[config.mk]
export PLATFORM = sky130hd
export DESIGN_NAME = uniform_grid_aabb_insert
export DESIGN_NICKNAME = d
export VERILOG_FILES = /design/src/rtl/core/ugai_pkg.sv /design/src/rtl/core/ugai_ram.sv /design/src/rtl/core/ugai_map.sv /design/src/rtl/core/uniform_grid_aabb_insert.sv
export SDC_FILE = /design/constraint.sdc
export NUM_CORES = 2
export LEC_CHECK = 0
export BUFFER_PORTS_ARGS = -buffer_cell sky130_fd_sc_hd__clkbuf_2
export CAP_MARGIN = 30
export CORE_AREA = 2 2 375 377
export DETAILED_ROUTE_END_ITERATION = 12
export DIE_AREA = 0 0 377 379
export HOLD_SLACK_MARGIN = 0.05
export SLEW_MARGIN = 10
export SYNTH_ARGS = -nofsm -noshare
export SYNTH_HDL_FRONTEND = slang
export SYNTH_HIERARCHICAL = 1
export SYNTH_SLANG_ARGS = --single-unit
[constraint.sdc]
create_clock -name i_clk -period 10.15 [get_ports i_clk]
set_input_delay 2.5375 -clock i_clk [delete_from_list [all_inputs] [get_ports i_clk]]
set_output_delay 2.5375 -clock i_clk [all_outputs]
set_load 0.01 [all_outputs]
[src/rtl/core/ugai_pkg.sv]
// ----------------------------------------------------------------------------
// ugai_pkg
// Shared types, codes and default sizes of the uniform grid insert block.
// ----------------------------------------------------------------------------
`timescale 1ns / 1ps
`default_nettype none

package ugai_pkg;

    localparam int GRID_ROWS_D      = 8;
    localparam int GRID_COLS_D      = 8;
    localparam int ENTITY_COUNT_D   = 64;
    localparam int SLOTS_PER_CELL_D = 8;

    localparam int MAX_RESULTS_K = 64;
    localparam int RES_CNT_W     = $clog2(MAX_RESULTS_K);

    localparam int COORD_W = 24;
    localparam int INV_W   = 24;
    localparam int FRAC_W  = 24;
    localparam logic [INV_W-1:0] INV_RESET = 24'd4096;

    localparam logic CMD_INSERT = 1'b0;
    localparam logic CMD_CLEAR  = 1'b1;

    localparam logic [1:0] ST_STORED  = 2'd0;
    localparam logic [1:0] ST_FULL    = 2'd1;
    localparam logic [1:0] ST_CLEARED = 2'd2;

    localparam int EDGE_MIN_Y = 0;
    localparam int EDGE_MAX_Y = 1;
    localparam int EDGE_MIN_X = 2;
    localparam int EDGE_MAX_X = 3;
    localparam int EDGE_COUNT = 4;

    typedef struct packed {
        logic                      cmd;
        logic [5:0]                entity_id;
        logic signed [COORD_W-1:0] min_x;
        logic signed [COORD_W-1:0] min_y;
        logic signed [COORD_W-1:0] max_x;
        logic signed [COORD_W-1:0] max_y;
    } t_in_item;

    typedef struct packed {
        logic [2:0] cell_row;
        logic [2:0] cell_col;
        logic [2:0] slot_index;
        logic [1:0] status;
        logic       last;
    } t_out_item;

endpackage

`default_nettype wire

[src/rtl/core/ugai_ram.sv]
// ----------------------------------------------------------------------------
// ugai_ram
// Generic single-port-write, single-port-read RAM with a registered read.
// ----------------------------------------------------------------------------
`timescale 1ns / 1ps
`default_nettype none

module ugai_ram #(
    parameter int WIDTH = 8,
    parameter int DEPTH = 64,
    parameter int AW    = (DEPTH > 1) ? $clog2(DEPTH) : 1
) (
    input  wire logic             i_clk,
    input  wire logic             i_wr_en,
    input  wire logic [AW-1:0]    i_wr_addr,
    input  wire logic [WIDTH-1:0] i_wr_data,
    input  wire logic             i_rd_en,
    input  wire logic [AW-1:0]    i_rd_addr,
    output logic      [WIDTH-1:0] o_rd_data
);

    logic [WIDTH-1:0] r_mem [DEPTH];

    always_ff @(posedge i_clk) begin
        if (i_wr_en) begin
            r_mem[i_wr_addr] <= i_wr_data;
        end
        if (i_rd_en) begin
            o_rd_data <= r_mem[i_rd_addr];
        end
    end

endmodule

`default_nettype wire

[src/rtl/core/ugai_map.sv]
// ----------------------------------------------------------------------------
// ugai_map
// Maps the four box edges to grid rows and columns with one shared
// multiplier, one edge per cycle, followed by a floor and clamp stage.
// ----------------------------------------------------------------------------
`timescale 1ns / 1ps
`default_nettype none

module ugai_map
    import ugai_pkg::*;
#(
    parameter int GRID_ROWS_P = GRID_ROWS_D,
    parameter int GRID_COLS_P = GRID_COLS_D,
    parameter int IDX_W       = 3
) (
    input  wire logic             i_clk,
    input  wire logic             i_rst_n,
    input  wire logic             i_start,
    input  wire t_in_item         i_item,
    input  wire logic [INV_W-1:0] i_inv,
    output logic                  o_done,
    output logic [IDX_W-1:0]      o_idx [EDGE_COUNT]
);

    localparam int ROW_CENTER = (GRID_ROWS_P - 1) / 2;
    localparam int COL_CENTER = (GRID_COLS_P - 1) / 2;
    localparam int PROD_W     = COORD_W + INV_W + 1;
    localparam int SUM_W      = COORD_W + 1;

    logic signed [COORD_W-1:0] r_coord [EDGE_COUNT];
    logic                      r_busy;
    logic [2:0]                r_mul_cnt;
    logic signed [PROD_W-1:0]  r_prod;
    logic [1:0]                r_prod_idx;
    logic                      r_prod_vld;
    logic                      r_done;
    logic [IDX_W-1:0]          r_idx [EDGE_COUNT];

    logic signed [PROD_W-1:0] w_prod;
    logic signed [SUM_W-1:0]  w_floor;
    logic signed [SUM_W-1:0]  w_center;
    logic signed [SUM_W-1:0]  w_count;
    logic signed [SUM_W-1:0]  w_sum;
    logic signed [SUM_W-1:0]  w_clamped;
    logic                     w_is_row;

    assign w_prod = r_coord[r_mul_cnt[1:0]] * $signed({1'b0, i_inv});

    always_comb begin
        w_is_row = !r_prod_idx[1];
        w_floor  = SUM_W'(r_prod >>> FRAC_W);
        w_center = w_is_row ? SUM_W'(ROW_CENTER) : SUM_W'(COL_CENTER);
        w_count  = w_is_row ? SUM_W'(GRID_ROWS_P) : SUM_W'(GRID_COLS_P);
        w_sum    = w_floor + w_center;
        if (w_sum >= w_count) begin
            w_clamped = w_count - SUM_W'(1);
        end else if (w_sum < 0) begin
            w_clamped = '0;
        end else begin
            w_clamped = w_sum;
        end
    end

    always_ff @(posedge i_clk) begin
        if (!i_rst_n) begin
            r_busy     <= 1'b0;
            r_mul_cnt  <= '0;
            r_prod_vld <= 1'b0;
            r_done     <= 1'b0;
        end else begin
            r_done <= 1'b0;
            if (i_start) begin
                r_coord[EDGE_MIN_Y] <= i_item.min_y;
                r_coord[EDGE_MAX_Y] <= i_item.max_y;
                r_coord[EDGE_MIN_X] <= i_item.min_x;
                r_coord[EDGE_MAX_X] <= i_item.max_x;
                r_busy              <= 1'b1;
                r_mul_cnt           <= '0;
                r_prod_vld          <= 1'b0;
            end else if (r_busy && r_mul_cnt < 3'(EDGE_COUNT)) begin
                r_prod     <= w_prod;
                r_prod_idx <= r_mul_cnt[1:0];
                r_prod_vld <= 1'b1;
                r_mul_cnt  <= r_mul_cnt + 3'd1;
            end else begin
                r_prod_vld <= 1'b0;
            end
            if (r_prod_vld) begin
                r_idx[r_prod_idx] <= w_clamped[IDX_W-1:0];
                if (r_prod_idx == 2'(EDGE_MAX_X)) begin
                    r_done <= 1'b1;
                    r_busy <= 1'b0;
                end
            end
        end
    end

    assign o_done = r_done;
    assign o_idx  = r_idx;

endmodule

`default_nettype wire

[src/rtl/core/uniform_grid_aabb_insert.sv]
// ----------------------------------------------------------------------------
// uniform_grid_aabb_insert
// Broadphase uniform grid insert. Clears the grid or writes an entity into
// the first free slot of every cell its box covers, one result per cell.
// ----------------------------------------------------------------------------
//  Channel  | Direction | Handshake        | Payload
//  ---------+-----------+------------------+--------------------------
//  in       | input     | valid / stall    | t_in_item (command, box)
//  out      | output    | valid / stall    | t_out_item (one per cell)
//  cfg      | input     | valid / ready    | inv_cell_size, 24 bits
//
//  An insert maps its edges through the one shared multiplier, then does
//  an occupancy RAM read-modify-write (S_READ, S_WRITE) for each covered
//  cell; an inverted box or bad id is taken and dropped with no result.
//  A clear, and reset, sweep the occupancy RAM one cell a cycle over all
//  GRID_ROWS_P * GRID_COLS_P cells (64 by default); no item is taken.
//  A stalled output holds its item and pauses the cell walk.
// ----------------------------------------------------------------------------
`timescale 1ns / 1ps
`default_nettype none

module uniform_grid_aabb_insert
    import ugai_pkg::*;
#(
    parameter int GRID_ROWS_P    = GRID_ROWS_D,
    parameter int GRID_COLS_P    = GRID_COLS_D,
    parameter int ENTITY_COUNT   = ENTITY_COUNT_D,
    parameter int SLOTS_PER_CELL = SLOTS_PER_CELL_D
) (
    input  wire logic             i_clk,
    input  wire logic             i_rst_n,
    input  wire logic             i_in_valid,
    output logic                  o_in_stall,
    input  wire t_in_item         i_in_item,
    output logic                  o_out_valid,
    input  wire logic             i_out_stall,
    output t_out_item             o_out_item,
    input  wire logic             i_cfg_valid,
    output logic                  o_cfg_ready,
    input  wire logic [INV_W-1:0] i_cfg_data
);

    localparam int NUM_CELLS = GRID_ROWS_P * GRID_COLS_P;
    localparam int MAX_N     = (GRID_ROWS_P > GRID_COLS_P) ? GRID_ROWS_P : GRID_COLS_P;
    localparam int IDX_W     = (MAX_N > 1) ? $clog2(MAX_N) : 1;
    localparam int CELL_W    = (NUM_CELLS > 1) ? $clog2(NUM_CELLS) : 1;
    localparam int SLOT_W    = (SLOTS_PER_CELL > 1) ? $clog2(SLOTS_PER_CELL) : 1;
    localparam int ENT_DEPTH = NUM_CELLS * SLOTS_PER_CELL;
    localparam int ENT_AW    = (ENT_DEPTH > 1) ? $clog2(ENT_DEPTH) : 1;

    typedef enum logic [5:0] {
        S_SWEEP  = 6'b000001,
        S_IDLE   = 6'b000010,
        S_MAP    = 6'b000100,
        S_READ   = 6'b001000,
        S_WRITE  = 6'b010000,
        S_CLRRES = 6'b100000
    } t_state;

    t_state                  r_state, n_state;
    logic [CELL_W-1:0]       r_sweep, n_sweep;
    logic                    r_clr_pend, n_clr_pend;
    logic [5:0]              r_ent, n_ent;
    logic [IDX_W-1:0]        r_row, n_row;
    logic [IDX_W-1:0]        r_col, n_col;
    logic [IDX_W-1:0]        r_top, n_top;
    logic [IDX_W-1:0]        r_left, n_left;
    logic [IDX_W-1:0]        r_right, n_right;
    logic [RES_CNT_W-1:0]    r_cnt, n_cnt;
    logic                    r_out_valid, n_out_valid;
    t_out_item               r_out_item, n_out_item;
    logic [INV_W-1:0]        r_inv;

    logic                    w_accept;
    logic                    w_box_ok;
    logic                    w_map_start;
    logic                    w_map_done;
    logic [IDX_W-1:0]        w_idx [EDGE_COUNT];
    logic                    w_out_free;
    logic [CELL_W-1:0]       w_cell;
    logic                    w_occ_wr_en;
    logic [CELL_W-1:0]       w_occ_wr_addr;
    logic [SLOTS_PER_CELL-1:0] w_occ_wr_data;
    logic                    w_occ_rd_en;
    logic [SLOTS_PER_CELL-1:0] w_occ;
    logic                    w_ent_wr_en;
    logic [ENT_AW-1:0]       w_ent_addr;
    logic [SLOT_W-1:0]       w_free;
    logic                    w_found;
    logic                    w_last;
    logic [SLOT_W+2:0]       w_slot_ext;
    logic [IDX_W+2:0]        w_row_ext;
    logic [IDX_W+2:0]        w_col_ext;

    assign w_accept    = i_in_valid && !o_in_stall;
    assign w_box_ok    = (int'(i_in_item.entity_id) < ENTITY_COUNT)
                      && (i_in_item.min_x <= i_in_item.max_x)
                      && (i_in_item.min_y <= i_in_item.max_y);
    assign w_map_start = w_accept && (i_in_item.cmd == CMD_INSERT) && w_box_ok;
    assign w_out_free  = !r_out_valid || !i_out_stall;
    assign w_cell      = CELL_W'(int'(r_row) * GRID_COLS_P + int'(r_col));
    assign w_ent_addr  = ENT_AW'(int'(w_cell) * SLOTS_PER_CELL + int'(w_free));
    assign w_last      = ((r_row == r_top) && (r_col == r_right))
                      || (r_cnt == RES_CNT_W'(MAX_RESULTS_K - 1));
    assign w_slot_ext  = (SLOT_W + 3)'(w_free);
    assign w_row_ext   = (IDX_W + 3)'(r_row);
    assign w_col_ext   = (IDX_W + 3)'(r_col);

    always_comb begin
        w_free  = '0;
        w_found = 1'b0;
        for (int s = SLOTS_PER_CELL - 1; s >= 0; s--) begin
            if (!w_occ[s]) begin
                w_free  = SLOT_W'(s);
                w_found = 1'b1;
            end
        end
    end

    ugai_map #(
        .GRID_ROWS_P(GRID_ROWS_P),
        .GRID_COLS_P(GRID_COLS_P),
        .IDX_W      (IDX_W)
    ) u_map (
        .i_clk  (i_clk),
        .i_rst_n(i_rst_n),
        .i_start(w_map_start),
        .i_item (i_in_item),
        .i_inv  (r_inv),
        .o_done (w_map_done),
        .o_idx  (w_idx)
    );

    ugai_ram #(
        .WIDTH(SLOTS_PER_CELL),
        .DEPTH(NUM_CELLS)
    ) u_occ_ram (
        .i_clk    (i_clk),
        .i_wr_en  (w_occ_wr_en),
        .i_wr_addr(w_occ_wr_addr),
        .i_wr_data(w_occ_wr_data),
        .i_rd_en  (w_occ_rd_en),
        .i_rd_addr(w_cell),
        .o_rd_data(w_occ)
    );

    ugai_ram #(
        .WIDTH(6),
        .DEPTH(ENT_DEPTH)
    ) u_ent_ram (
        .i_clk    (i_clk),
        .i_wr_en  (w_ent_wr_en),
        .i_wr_addr(w_ent_addr),
        .i_wr_data(r_ent),
        .i_rd_en  (1'b0),
        .i_rd_addr(w_ent_addr),
        .o_rd_data()
    );

    always_comb begin
        n_state       = r_state;
        n_sweep       = r_sweep;
        n_clr_pend    = r_clr_pend;
        n_ent         = r_ent;
        n_row         = r_row;
        n_col         = r_col;
        n_top         = r_top;
        n_left        = r_left;
        n_right       = r_right;
        n_cnt         = r_cnt;
        n_out_valid   = r_out_valid && i_out_stall;
        n_out_item    = r_out_item;
        w_occ_wr_en   = 1'b0;
        w_occ_wr_addr = w_cell;
        w_occ_wr_data = w_occ | (SLOTS_PER_CELL'(1) << w_free);
        w_occ_rd_en   = 1'b0;
        w_ent_wr_en   = 1'b0;
        case (r_state)
            S_SWEEP: begin
                w_occ_wr_en   = 1'b1;
                w_occ_wr_addr = r_sweep;
                w_occ_wr_data = '0;
                if (r_sweep == CELL_W'(NUM_CELLS - 1)) begin
                    n_state = r_clr_pend ? S_CLRRES : S_IDLE;
                end else begin
                    n_sweep = r_sweep + CELL_W'(1);
                end
            end
            S_IDLE: begin
                if (w_accept) begin
                    if (i_in_item.cmd == CMD_CLEAR) begin
                        n_state    = S_SWEEP;
                        n_sweep    = '0;
                        n_clr_pend = 1'b1;
                    end else if (w_box_ok) begin
                        n_state = S_MAP;
                        n_ent   = i_in_item.entity_id;
                    end
                end
            end
            S_MAP: begin
                if (w_map_done) begin
                    n_row   = w_idx[EDGE_MIN_Y];
                    n_top   = w_idx[EDGE_MAX_Y];
                    n_left  = w_idx[EDGE_MIN_X];
                    n_col   = w_idx[EDGE_MIN_X];
                    n_right = w_idx[EDGE_MAX_X];
                    n_cnt   = '0;
                    n_state = S_READ;
                end
            end
            S_READ: begin
                w_occ_rd_en = 1'b1;
                n_state     = S_WRITE;
            end
            S_WRITE: begin
                if (w_out_free) begin
                    w_occ_wr_en           = w_found;
                    w_ent_wr_en           = w_found;
                    n_out_valid           = 1'b1;
                    n_out_item.cell_row   = w_row_ext[2:0];
                    n_out_item.cell_col   = w_col_ext[2:0];
                    n_out_item.slot_index = w_found ? w_slot_ext[2:0] : 3'd0;
                    n_out_item.status     = w_found ? ST_STORED : ST_FULL;
                    n_out_item.last       = w_last;
                    n_cnt                 = r_cnt + RES_CNT_W'(1);
                    if (w_last) begin
                        n_state = S_IDLE;
                    end else begin
                        n_state = S_READ;
                        if (r_col == r_right) begin
                            n_col = r_left;
                            n_row = r_row + IDX_W'(1);
                        end else begin
                            n_col = r_col + IDX_W'(1);
                        end
                    end
                end
            end
            S_CLRRES: begin
                if (w_out_free) begin
                    n_out_valid           = 1'b1;
                    n_out_item.cell_row   = 3'd0;
                    n_out_item.cell_col   = 3'd0;
                    n_out_item.slot_index = 3'd0;
                    n_out_item.status     = ST_CLEARED;
                    n_out_item.last       = 1'b1;
                    n_clr_pend            = 1'b0;
                    n_state               = S_IDLE;
                end
            end
            default: begin
                n_state = S_IDLE;
            end
        endcase
    end

    always_ff @(posedge i_clk) begin
        if (!i_rst_n) begin
            r_state     <= S_SWEEP;
            r_sweep     <= '0;
            r_clr_pend  <= 1'b0;
            r_out_valid <= 1'b0;
            r_inv       <= INV_RESET;
        end else begin
            r_state     <= n_state;
            r_sweep     <= n_sweep;
            r_clr_pend  <= n_clr_pend;
            r_out_valid <= n_out_valid;
            if (i_cfg_valid && o_cfg_ready) begin
                r_inv <= i_cfg_data;
            end
        end
    end

    always_ff @(posedge i_clk) begin
        r_ent      <= n_ent;
        r_row      <= n_row;
        r_col      <= n_col;
        r_top      <= n_top;
        r_left     <= n_left;
        r_right    <= n_right;
        r_cnt      <= n_cnt;
        r_out_item <= n_out_item;
    end

    assign o_in_stall  = (r_state != S_IDLE);
    assign o_out_valid = r_out_valid;
    assign o_out_item  = r_out_item;
    assign o_cfg_ready = 1'b1;

endmodule

`default_nettype wire

==> results.cfg <==
[min_path]
hp-start = u_map/o_idx[6]
min_delay_path_depth = 0
hold_path.class = reg2reg
hold_path_end = r_top[0]

[run]
drv.max_cap_violation_count = 0

[floorplan]
top_level_ports = 147
row_count = 137
die_y_um = 379
initial_core_util_pct = 34.87
floorplan.die.width_um = 377
die-area_sq_um = 142900
core-area_sq_um = 138800

[global_routing]
grt_start_max_net_pins = 75
first_global_vias = 30790
grt_remaining_overflow = 0
groute.usage.overall_pct = 17.99
wire_length_of_the_first_global_routing_pass_um = 192000
grt_antenna_before_repair = 20

[yosys]
synth_top_area_cell = edfxtp_1
ys_top_cells_by_area = edfxtp_1 (43%), fa_1 (20%), mux4_2 (6.9%), ha_1 (6.5%), inv_1 (4.5%)
mappedNetlistNets = 4597
synthDominantCellAreaShare_pct = 42.67
syn_area_sq_um = 48420
synth-seq-cells = 734
synthesis.instances = 3732
post_synthesis_cell_type_count = 88
synth-edff-count = 688
register_area_share_after_synthesis_pct = 44.57
synth_area_per_cell_sq_um = 12.97
synth_ff_type = edfxtp_1
asyncSetResetFlopFracSynth_pct = 0
ys.warnings.count = 6

[clock_tree]
cts_post_setup_buffers_inserted = 0
number_of_clock_sinks = 734
h_tree_depth = 3
cts_root_buf = clkbuf_16
post_cts_hold_buffer_count = 0
clk_latency_ns = 0.68
cts_tree = built
clk_pin_slew_worst_paths_ns = 0.06
cts_resized = 0
numCtsBuffers = 78
deepest_clock_path_buffer_count = 3

[detailed_routing]
viasPerCell = 5.077
drt_iter0_markers = 2176
detail_route.drc_violations = 0
finalWirelength_um = 125400
met2_wirelength_um = 57930
drt.antenna.violating_nets = 0
wl_cell_um = 21.93
met1Wirelength_um = 53580
route.vias.total = 29044
first_pass_iters = 5
met3_wirelength_um = 10790
top_layer_used = met5

[timing]
slew_headroom_pct = 29.40
final_period_minus_worst_setup_slack_ns = 8.484
setup_viol = 0
final.setup_skew_ns = 0.05171
fmax_mhz = 117.9
rsz0062_at_grt = no
maxSlewViolCount = 0
fin_tns_setup_ns = 0
finalCritPeriodShare_pct = 83.58
max_slew.worst_pin.slew_ns = 1.055
finalHoldViolCount = 0

[layout]
post_layout_nonfiller_instances = 5721
final_core_utilization_pct = 38.73
flow.area_growth_from_synthesis_pct = 11.06
drive_above_1_share_pct = 13.53
multi_input_comb_area_sq_um = 23920
nets = 4708
layout.cells.most_common = edfxtp_1
filler_cell_count = 13219
finish.instance_area_sq_um = 53770
layout.area.seq_sq_um = 21580
final_cell_mix = edfxtp_1 (688), inv_1 (583), fa_1 (481)

[power_and_ir_drop]
power.internal_uw = 6525
clockPowerShare_pct = 29.5
leakage_power_uw = 0.02171
power.net_switching_uw = 3322
power_frac_comb_pct = 34.5
vdd.ir_drop.worst_uv = 154.7
power.switching_fraction_pct = 33.74
sequentialPowerShare_pct = 35.9
power_density_nw_per_um2 = 183.1

[critical_path]
worstPathArrival_ns = 8.88
timing.critical_path.mode_cell = fa_1
cp_top_family = adder cells
critical_path_peak_fanout = 26
cpPeakStageDelay_ns = 0.90
setup.reg_to_reg.worst_slack_ns = 1.67
critical-path-slowest-cell = mux4_2
end_kind = flop
critPathKind = reg2reg
reg2reg_depth = 27
startpoint_type = flop
critical_path_buffer_and_inverter_count = 7
worst-endpoint-required_ns = 10.55
crit-reg2reg-capture = u_map/r_prod[48]

[place]
finalWeightedCongestion = 0.8474
placedInstanceArea_sq_um = 51100
dp_cells = 5568
detailed_place_hpwl_um = 88440
port-buffer-count = 139

[outcome]
status = finished, final reports clean
==> power by group through the flow <==
stage / clock network (uW) / logic (uW) / registers (uW)
3_3_place_gp: 0 / 3360 / 3600
2_1_floorplan: 0 / 2350 / 3600
5_1_grt: 3090 / 3860 / 3540
6_report: 2910 / 3400 / 3540
4_1_cts: 2980 / 3440 / 3540
3_5_place_dp: 0 / 3370 / 3600
==> how the worst max path moves through the flow <==
stage          start          endpoint  slack (ns)  cells after the start
3_3_place_gp    flop  u_map/r_prod[48]        1.67                     27
6_report        flop  u_map/r_prod[48]        1.67                     27
2_1_floorplan   flop  u_map/r_prod[43]        2.51                     27
5_1_grt         flop  u_map/r_prod[43]        1.31                     27
3_5_place_dp    flop  u_map/r_prod[48]        1.73                     27
4_1_cts         flop  u_map/r_prod[48]        1.64                     27
==> layout make-up <==
cell class / count / share of cell area [%]
multi-input combinational: 2247 / 44.49
tap: 1807 / 4.205
sequential: 734 / 40.14
inverter: 585 / 4.084
clock inverter: 50 / 1.045
antenna: 5 / 0.02327
timing repair buffer: 197 / 2.164
clock buffer: 96 / 3.851
==> cells by family after synthesis <==
family / after synthesis / share of synthesized area, %
other cells: 1 / 0.007745
xor+xnor: 54 / 0.9768
compound gates: 224 / 3.184
buf+inv: 751 / 6.130
fa+ha+maj: 733 / 26.40
flops: 734 / 44.57
simple gates: 1016 / 10.33
mux: 219 / 8.396
==> cell usage after synthesis (4+ instances only) <==
master	count
a211oi_1	6
a21o_1	14
a21oi_1	69
a221oi_1	6
a22oi_1	5
a31oi_1	9
and2_1	286
and3_1	8
buf_1	7
buf_2	15
buf_4	14
buf_6	6
clkbuf_1	122
dfxtp_1	46
edfxtp_1	688
fa_1	481
ha_1	252
inv_1	583
mux2_2	17
mux2i_1	54
mux4_2	148
nand2_1	363
nand2b_1	27
nand3_1	36
nand3b_1	8
nand4_1	23
nor2_1	183
nor2b_1	25
nor3_1	21
nor4_1	8
o2111ai_1	4
o21a_1	5
o21ai_0	34
o21ai_1	4
o21bai_1	4
o221ai_1	8
o22ai_1	14
xnor2_1	35
xor2_1	19
==> state kept, by name (all words and copies together), names as in the netlist, named ones only <==
signal               cells
u_map/r_coord           96
r_inv                   24
r_clr_pend               1
u_occ_ram/o_rd_data      8
u_map/o_done             1
r_row                    3
r_cnt                    6
r_top                    3
r_right                  3
u_map/r_busy             1
u_map/r_prod_vld         1
u_map/r_prod            25
u_map/r_prod_idx         2
r_left                   3
u_map/o_idx             12
u_occ_ram/r_mem        512
o_out_item              12
r_sweep                  6
o_out_valid              1
u_map/r_mul_cnt          3
r_col                    3
r_state                  6
==> metrics by stage <==
stage	total power, uW	worst slack (ns)	hold slack (ns)
2_1_floorplan	5949	2.509	0.4003
3_3_place_gp	6964	1.668	0.4013
3_5_place_dp	6975	1.732	0.4045
4_1_cts	9953	1.643	0.4264
5_1_grt	10490	1.314	0.4322
6_report	9847	1.666	0.4242
==> layer usage <==
layer  track usage, %  vias to the layer above
li1                 -                    12779
met1            24.41                    15055
met2            28.78                     1000
met3            4.427                      188
met4            4.792                       22
met5                0                        -
Power figures use the tool's default switching activity.
